**src/gcr_pkg.sv**
```systemverilog
// ----------------------------------------------------------------------------
// gcr_pkg
// shared types and constants of the grid ray caster
// ----------------------------------------------------------------------------
package gcr_pkg;

  localparam int MAP_DIM_DEF        = 64;
  localparam int SCREEN_COLUMNS_DEF = 640;

  localparam int POS_W      = 22;
  localparam int DIR_W      = 16;
  localparam int GRID_W     = 7;
  localparam int CELL_W     = 6;
  localparam int SCOL_W     = 10;
  localparam int DIST_W     = 32;
  localparam int CFG_IDX_W  = 3;
  localparam int CFG_DATA_W = 22;
  localparam int DIVQ_W     = 32;
  localparam int DIVD_W     = 17;

  localparam logic [DIST_W-1:0] DIST_INF = '1;

  typedef enum logic [CFG_IDX_W-1:0] {
    CFG_POS_X    = 3'd0,
    CFG_POS_Y    = 3'd1,
    CFG_DIR_X    = 3'd2,
    CFG_DIR_Y    = 3'd3,
    CFG_PLANE_X  = 3'd4,
    CFG_PLANE_Y  = 3'd5,
    CFG_GRID_W   = 3'd6,
    CFG_GRID_H   = 3'd7
  } cfg_idx_t;

  typedef struct packed {
    logic              is_cast;
    logic [SCOL_W-1:0] screen_column;
    logic [CELL_W-1:0] cell_column;
    logic [CELL_W-1:0] cell_row;
    logic              cell_is_wall;
  } gcr_item_t;

  typedef struct packed {
    logic pop;
    logic clearing;
  } gcr_ctl_t;

endpackage

```
**src/gcr_front.sv**
```systemverilog
// ----------------------------------------------------------------------------
// gcr_front
// accepts items, tags them as cell writes or casts, two-entry queue
// ----------------------------------------------------------------------------
module gcr_front (
  input  logic                       clk,
  input  logic                       rst_n,
  input  logic                       in_valid,
  output logic                       in_stall,
  input  logic                       in_action,
  input  logic [gcr_pkg::SCOL_W-1:0] in_screen_column,
  input  logic [gcr_pkg::CELL_W-1:0] in_cell_column,
  input  logic [gcr_pkg::CELL_W-1:0] in_cell_row,
  input  logic                       in_cell_is_wall,
  input  gcr_pkg::gcr_ctl_t          ctl,
  output logic                       q_valid,
  output gcr_pkg::gcr_item_t         q_item
);
  import gcr_pkg::*;

  gcr_item_t  slot_r [2];
  logic       wr_ptr_r;
  logic       rd_ptr_r;
  logic [1:0] cnt_r;
  logic       push;
  logic       pop;

  assign in_stall = ctl.clearing || (cnt_r == 2'd2);
  assign push     = in_valid && !in_stall;
  assign q_valid  = (cnt_r != 2'd0);
  assign pop      = ctl.pop && q_valid;
  assign q_item   = slot_r[rd_ptr_r];

  always_ff @(posedge clk) begin
    if (push) begin
      slot_r[wr_ptr_r] <= '{is_cast: in_action, screen_column: in_screen_column,
                            cell_column: in_cell_column, cell_row: in_cell_row,
                            cell_is_wall: in_cell_is_wall};
    end
  end

  always_ff @(posedge clk) begin
    if (!rst_n) begin
      wr_ptr_r <= 1'b0;
      rd_ptr_r <= 1'b0;
      cnt_r    <= 2'd0;
    end else begin
      if (push) wr_ptr_r <= !wr_ptr_r;
      if (pop)  rd_ptr_r <= !rd_ptr_r;
      unique case ({push, pop})
        2'b10:   cnt_r <= cnt_r + 2'd1;
        2'b01:   cnt_r <= cnt_r - 2'd1;
        default: cnt_r <= cnt_r;
      endcase
    end
  end

endmodule

```
**config.mk**
```make
export PLATFORM = sky130hd
export DESIGN_NAME = gcr_front
export DESIGN_NICKNAME = d
export VERILOG_FILES = /design/src/gcr_pkg.sv /design/src/gcr_front.sv
export SDC_FILE = /design/constraint.sdc
export NUM_CORES = 1
export LEC_CHECK = 0
export BUFFER_PORTS_ARGS = -buffer_cell sky130_fd_sc_hd__buf_4
export CAP_MARGIN = 0
export CORE_MARGIN = 5
export CORE_UTILIZATION = 51
export DETAILED_ROUTE_END_ITERATION = 7
export PLACE_DENSITY_LB_ADDON = 0.1
export SETUP_SLACK_MARGIN = 0.1
export SLEW_MARGIN = 20
export SYNTH_ARGS = -nofsm -noshare
export SYNTH_HDL_FRONTEND = slang
export SYNTH_SLANG_ARGS = --single-unit
```
**constraint.sdc**
```tcl
create_clock -name clk -period 3.1 [get_ports clk]
set_clock_uncertainty 0.1 [all_clocks]
set_input_delay 0 -clock clk [delete_from_list [all_inputs] [get_ports clk]]
set_output_delay 0 -clock clk [all_outputs]
set_load 0.03 [all_outputs]
```
# Word level (Yosys, flattened, before mapping)

Memories as Yosys holds them, arrays and structs flattened. A register that Yosys moved wholly into a read port is not among the register bits.
Index checks and enable logic that the tools add are counted.

Bitwise logic cells: 0
Add/sub/neg operators: 2
Equal/unequal tests: 3
Reductions and logical operators: 8
Shift-type cells: 0
Order comparisons: 0
Div/mod/pow operators: 0
Multipliers: 0
Mux-type cells: 5

Operator list:

| operator              | count |
|---|---|
| $eq A2 B2 Y1 const B  | 2 |
| $mux W1               | 4 |
| $pmux W2 S2           | 1 |
| $reduce_bool A2 Y1    | 2 |
| $logic_not A1 Y1      | 3 |
| $add A2 B1 Y2 const B | 1 |
| $eq A2 B1 Y1 const B  | 1 |
| $logic_and A1 B1 Y1   | 2 |
| $sub A2 B1 Y2 const B | 1 |
| $logic_or A1 B1 Y1    | 1 |

Output and inout port bits: 26
Latch bits: 0
Memories kept: 1
Bits in writable memories: 48
Word-level logic and storage cells: 22
Memory bits (read-only): 0
Register bits after elaboration: 4

Memory list:

| memory | depth | width | rd ports | clocked after memory_dff | wr ports | line            | RTL |
|---|---|---|---|---|---|---|---|
| slot_r | 2     | 24    | 1        | 1                        | 1        | gcr_front.sv:21 | `gcr_item_t slot_r [2];` |

# Depth between registers and ports, before layout

Depth in word-level cells: 6
Gate-level depth with buffers: 6
Gate-level depth less buffers: 6

# Least setup slack after synthesis

Ideal clock, no wire load.

Path kind: register -> register
Start point: reg cnt_r[0]
End point: mem slot_r[0][0] (netlist name) (enable)
Data required time: 2.595 ns
Period minus slack after synthesis: 2.223 ns
Setup slack: 0.877 ns
Data arrival time: 1.718 ns
Cell stages (with the launch flop): 4
Path buffers: 0
Cell sequence: dfxtp_1 nand2b_1 nand3b_1 nor2_1

Cells in the longest elaborated chain, start to end: 6

RTL lines:

| item                          | line            | RTL |
|---|---|---|
| from (decl)                   | gcr_front.sv:24 | `logic [1:0] cnt_r;` |
| from (signal assigned)        | gcr_front.sv:51 | `2'b10: cnt_r <= cnt_r + 2'd1;` |
| from (signal assigned)        | gcr_front.sv:52 | `2'b01: cnt_r <= cnt_r - 2'd1;` |
| from (signal assigned)        | gcr_front.sv:53 | `default: cnt_r <= cnt_r;` |
| $eq A2 B2 Y1                  | gcr_front.sv:28 | `assign in_stall = ctl.clearing \|\| (cnt_r == 2'd2);` |
| $logic_or A1 B1 Y1            | gcr_front.sv:28 |  |
| $logic_not A1 Y1              | gcr_front.sv:29 | `assign push = in_valid && !in_stall;` |
| $logic_and A1 B1 Y1           | gcr_front.sv:29 |  |
| $mux W1                       | gcr_front.sv:35 | `if (push) begin` |
| $mux W1 (not written as such) | gcr_front.sv:36 | `slot_r[wr_ptr_r] <= '{is_cast: in_action, screen_column: in_screen_column,` |
| to (decl)                     | gcr_front.sv:21 |  |

Every way passes these cells.

==> flow_summary.toml <==
[run_status]
status = "complete, no violations"

[setup_path]
start_kind = "register"
crit_path_top_delay_cell = "dfxtp_1"
crit_fanout = 24
critPathRequiredTime_ns = 3.00
cp_top_family = "flip-flops"
endpoint_kind = "output port"
criticalPathCategory = "register to output port"
slowest_delay_ns = 1.02
cp_num_buf_inv = 1
path_cells = "mux2_2 -> buf_4"
critPathArrivalTime_ns = 1.93

[final_layout]
n_fill_cell = 235
final_cell_count_no_fill = 234
final_cell_mix = "buf_4 (56), edfxtp_1 (48), dlygate4sd3_1 (25)"
final_common_cell = "buf_4"
fin_util = 0.750
drive_above_1_share = 0.478
diodes = 0
layout.nets = 216
syn_to_final_growth_pct = 40.7

[grt]
met3_usage = 0.0346
grt.total_usage = 0.140
antenna_found_initial = 0
grt.overflow.total = 0
gr-usage-met2 = 0.274
grt_pass1_vias = 1237
grt_pass1_wl_um = 5330
grt_max_degree = 25
use_met1 = 0.127
grt_most_used_layer = "met2"

[logic_synthesis]
synth_cell_type_count = 19
synth_nets = 131
syn_area_sq_um = 1970
postSynthCellCount = 101
avgSynthCellArea_sq_um = 19.5
synth-seq-cells = 53
ys_seq_area_frac = 0.784
yosysWarnings = 0

[cts]
h-tree-depth = 2
clk_latency_ns = 0.29
cts_tree = "yes"
cts_buffer_depth = 2
cts_made_buffers = 5
root_buffer = "clkbuf_8"
clk_pin_slew_ns = 0.08
cts_sinks = 53

[detailed_routing]
vias = 1110
ant_nets = 0
drc_errors = 0
routedWlPerCell_um = 14.5
viasPerCell = 4.74
detail_route.iter0.violations = 38
wirelength_um = 3380
first_pass_iters = 4

[floorplan]
row_count = 22
core_sq_um = 3690
die_x_um = 72.1
io_pins = 55
start_util = 0.533
dieHeight_um = 72.1
die_area_sq_um = 5200

[sta]
grt_setup_unrepaired = "no"
hold_viol = 0
setup_viol = 0
maxSlewViolCount = 0
worstMarginPinSlew_ns = 1.06
post-route-period-util = 0.654
final.setup.tns_ns = 0
fmax_ghz = 0.494
fin_crit_ns = 2.03
relSlewSlack = 0.295

[min_path]
min_path_type = "input port to register"

[placed_design]
dp.cells = 202
portBuffers = 54
gp_congestion = 0.675
dp_hpwl_um = 2350

[power_and_ir_drop]
pwr_density_cell_nw_per_um2 = 681
power_frac_clock = 0.180
p_switching_w = 0.000581
power.static_leakage_nw = 1.04
sw_frac_of_total = 0.308
seq_power_share = 0.486
internal_power_w = 0.00130
pwr-share-comb = 0.334
vdd_drop_max_v = 0.000475

[flow_run]
drv_cap = 0
[synthesized netlist by cell type]
| library cell | number | share of area |
|---|---|---|
| nand2_1 | 2 | 0.0038 |
| nand3b_1 | 1 | 0.0038 |
| and2_1 | 1 | 0.0032 |
| xnor2_1 | 3 | 0.013 |
| or2_2 | 1 | 0.0032 |
| inv_1 | 1 | 0.0019 |
| mux2i_1 | 1 | 0.0051 |
| o21ai_0 | 1 | 0.0025 |
| dfxtp_1 | 5 | 0.051 |
| edfxtp_1 | 48 | 0.73 |
| or3_1 | 1 | 0.0032 |
| a21boi_1 | 1 | 0.0038 |
| nor2_1 | 2 | 0.0038 |
| o21a_1 | 1 | 0.0038 |
| mux2_2 | 24 | 0.14 |
| buf_2 | 3 | 0.0076 |
| nor2b_1 | 2 | 0.0064 |
| ha_1 | 1 | 0.0064 |
| nand2b_1 | 2 | 0.0064 |
[cell type report]
class | instances | area, sq um | area share
inverter | 1 | 3.75 | 0.00136
sequential | 53 | 1540 | 0.557
clock inverter | 2 | 11.3 | 0.00407
tap | 48 | 60.1 | 0.0217
clock buffer | 5 | 68.8 | 0.0249
timing repair buffer | 81 | 671 | 0.242
multi-input combinational | 44 | 410 | 0.148
[sequential cells by signal, summed over array words and instances, names as in the netlist, named ones only]
signal and count:
slot_r 48, wr_ptr_r 1, cnt_r 2, rd_ptr_r 1
[routing by layer]
metal | vias up | wire length (um) | share of wire
li1 | 547 | - | -
met1 | 526 | 1190 | 0.35
met2 | 33 | 1940 | 0.57
met3 | 4 | 183 | 0.054
met4 | 0 | 70 | 0.021
met5 | - | 0 | 0
[worst register-to-register path: cells and delay by family, from the launching register on]
kind	cells	cell delay, ns
buffers and inverters	1	0.33
flip-flops	1	0.41
AND/OR/NAND/NOR	3	0.85
[power by group through the flow]
| stage | clock network, W | registers (W) | logic [W] |
|---|---|---|---|
| 4_1_cts | 0.000353 | 0.000919 | 0.000638 |
| 3_5_place_dp | 0 | 0.000934 | 0.000611 |
| 6_report | 0.000340 | 0.000916 | 0.000629 |
| 3_3_place_gp | 0 | 0.000929 | 0.000601 |
| 2_1_floorplan | 0 | 0.000884 | 0.000446 |
| 5_1_grt | 0.000383 | 0.000927 | 0.000662 |
[per-stage QoR]
step | total power [W] | setup slack [ns] | cell area (sq um) | hold WS [ns]
finish | 0.00188 | 1.07 | 2770 | 0.0446
global route | 0.00197 | 0.946 | 2770 | 0.0730
CTS | 0.00191 | 1.01 | 2770 | 0.0422
detailed placement | 0.00154 | 1.09 | 2440 | 0.0874
global placement | 0.00153 | 1.17 | 2440 | 0.0846
floorplan | 0.00133 | 0.877 | 1970 | -0.00113
[repair_timing]
item,in CTS,in global routing
endpoints found under the hold margin,53,0
gates resized for setup,0,0
hold buffers,25,0
buffers inserted,0,0
[path summary, 6_finish.rpt]
| check | slack [ns] | to | cells past startpoint | from |
|---|---|---|---|---|
| max | 1.07 | q_item[1] | 2 | register |
| max reg2reg | 1.11 | slot_r[1][3]$_DFFE_PP_ | 4 | cnt_r[0]$_SDFFE_PN0P_ |
| min reg2reg | 0.40 | wr_ptr_r$_SDFFE_PN0P_ | 2 | wr_ptr_r$_SDFFE_PN0P_ |
| min | 0.04 | rd_ptr_r$_SDFFE_PN0P_ | 4 | ctl[1] |
[cells by family after synthesis]
family	Yosys count	share of synthesized area
flops	53	0.784
mux	25	0.143
simple gates	12	0.0337
buf+inv	4	0.00954
compound gates	3	0.0102
xor+xnor	3	0.0134
fa+ha+maj	1	0.00636
No activity file was read; power rests on OpenSTA's default activity.
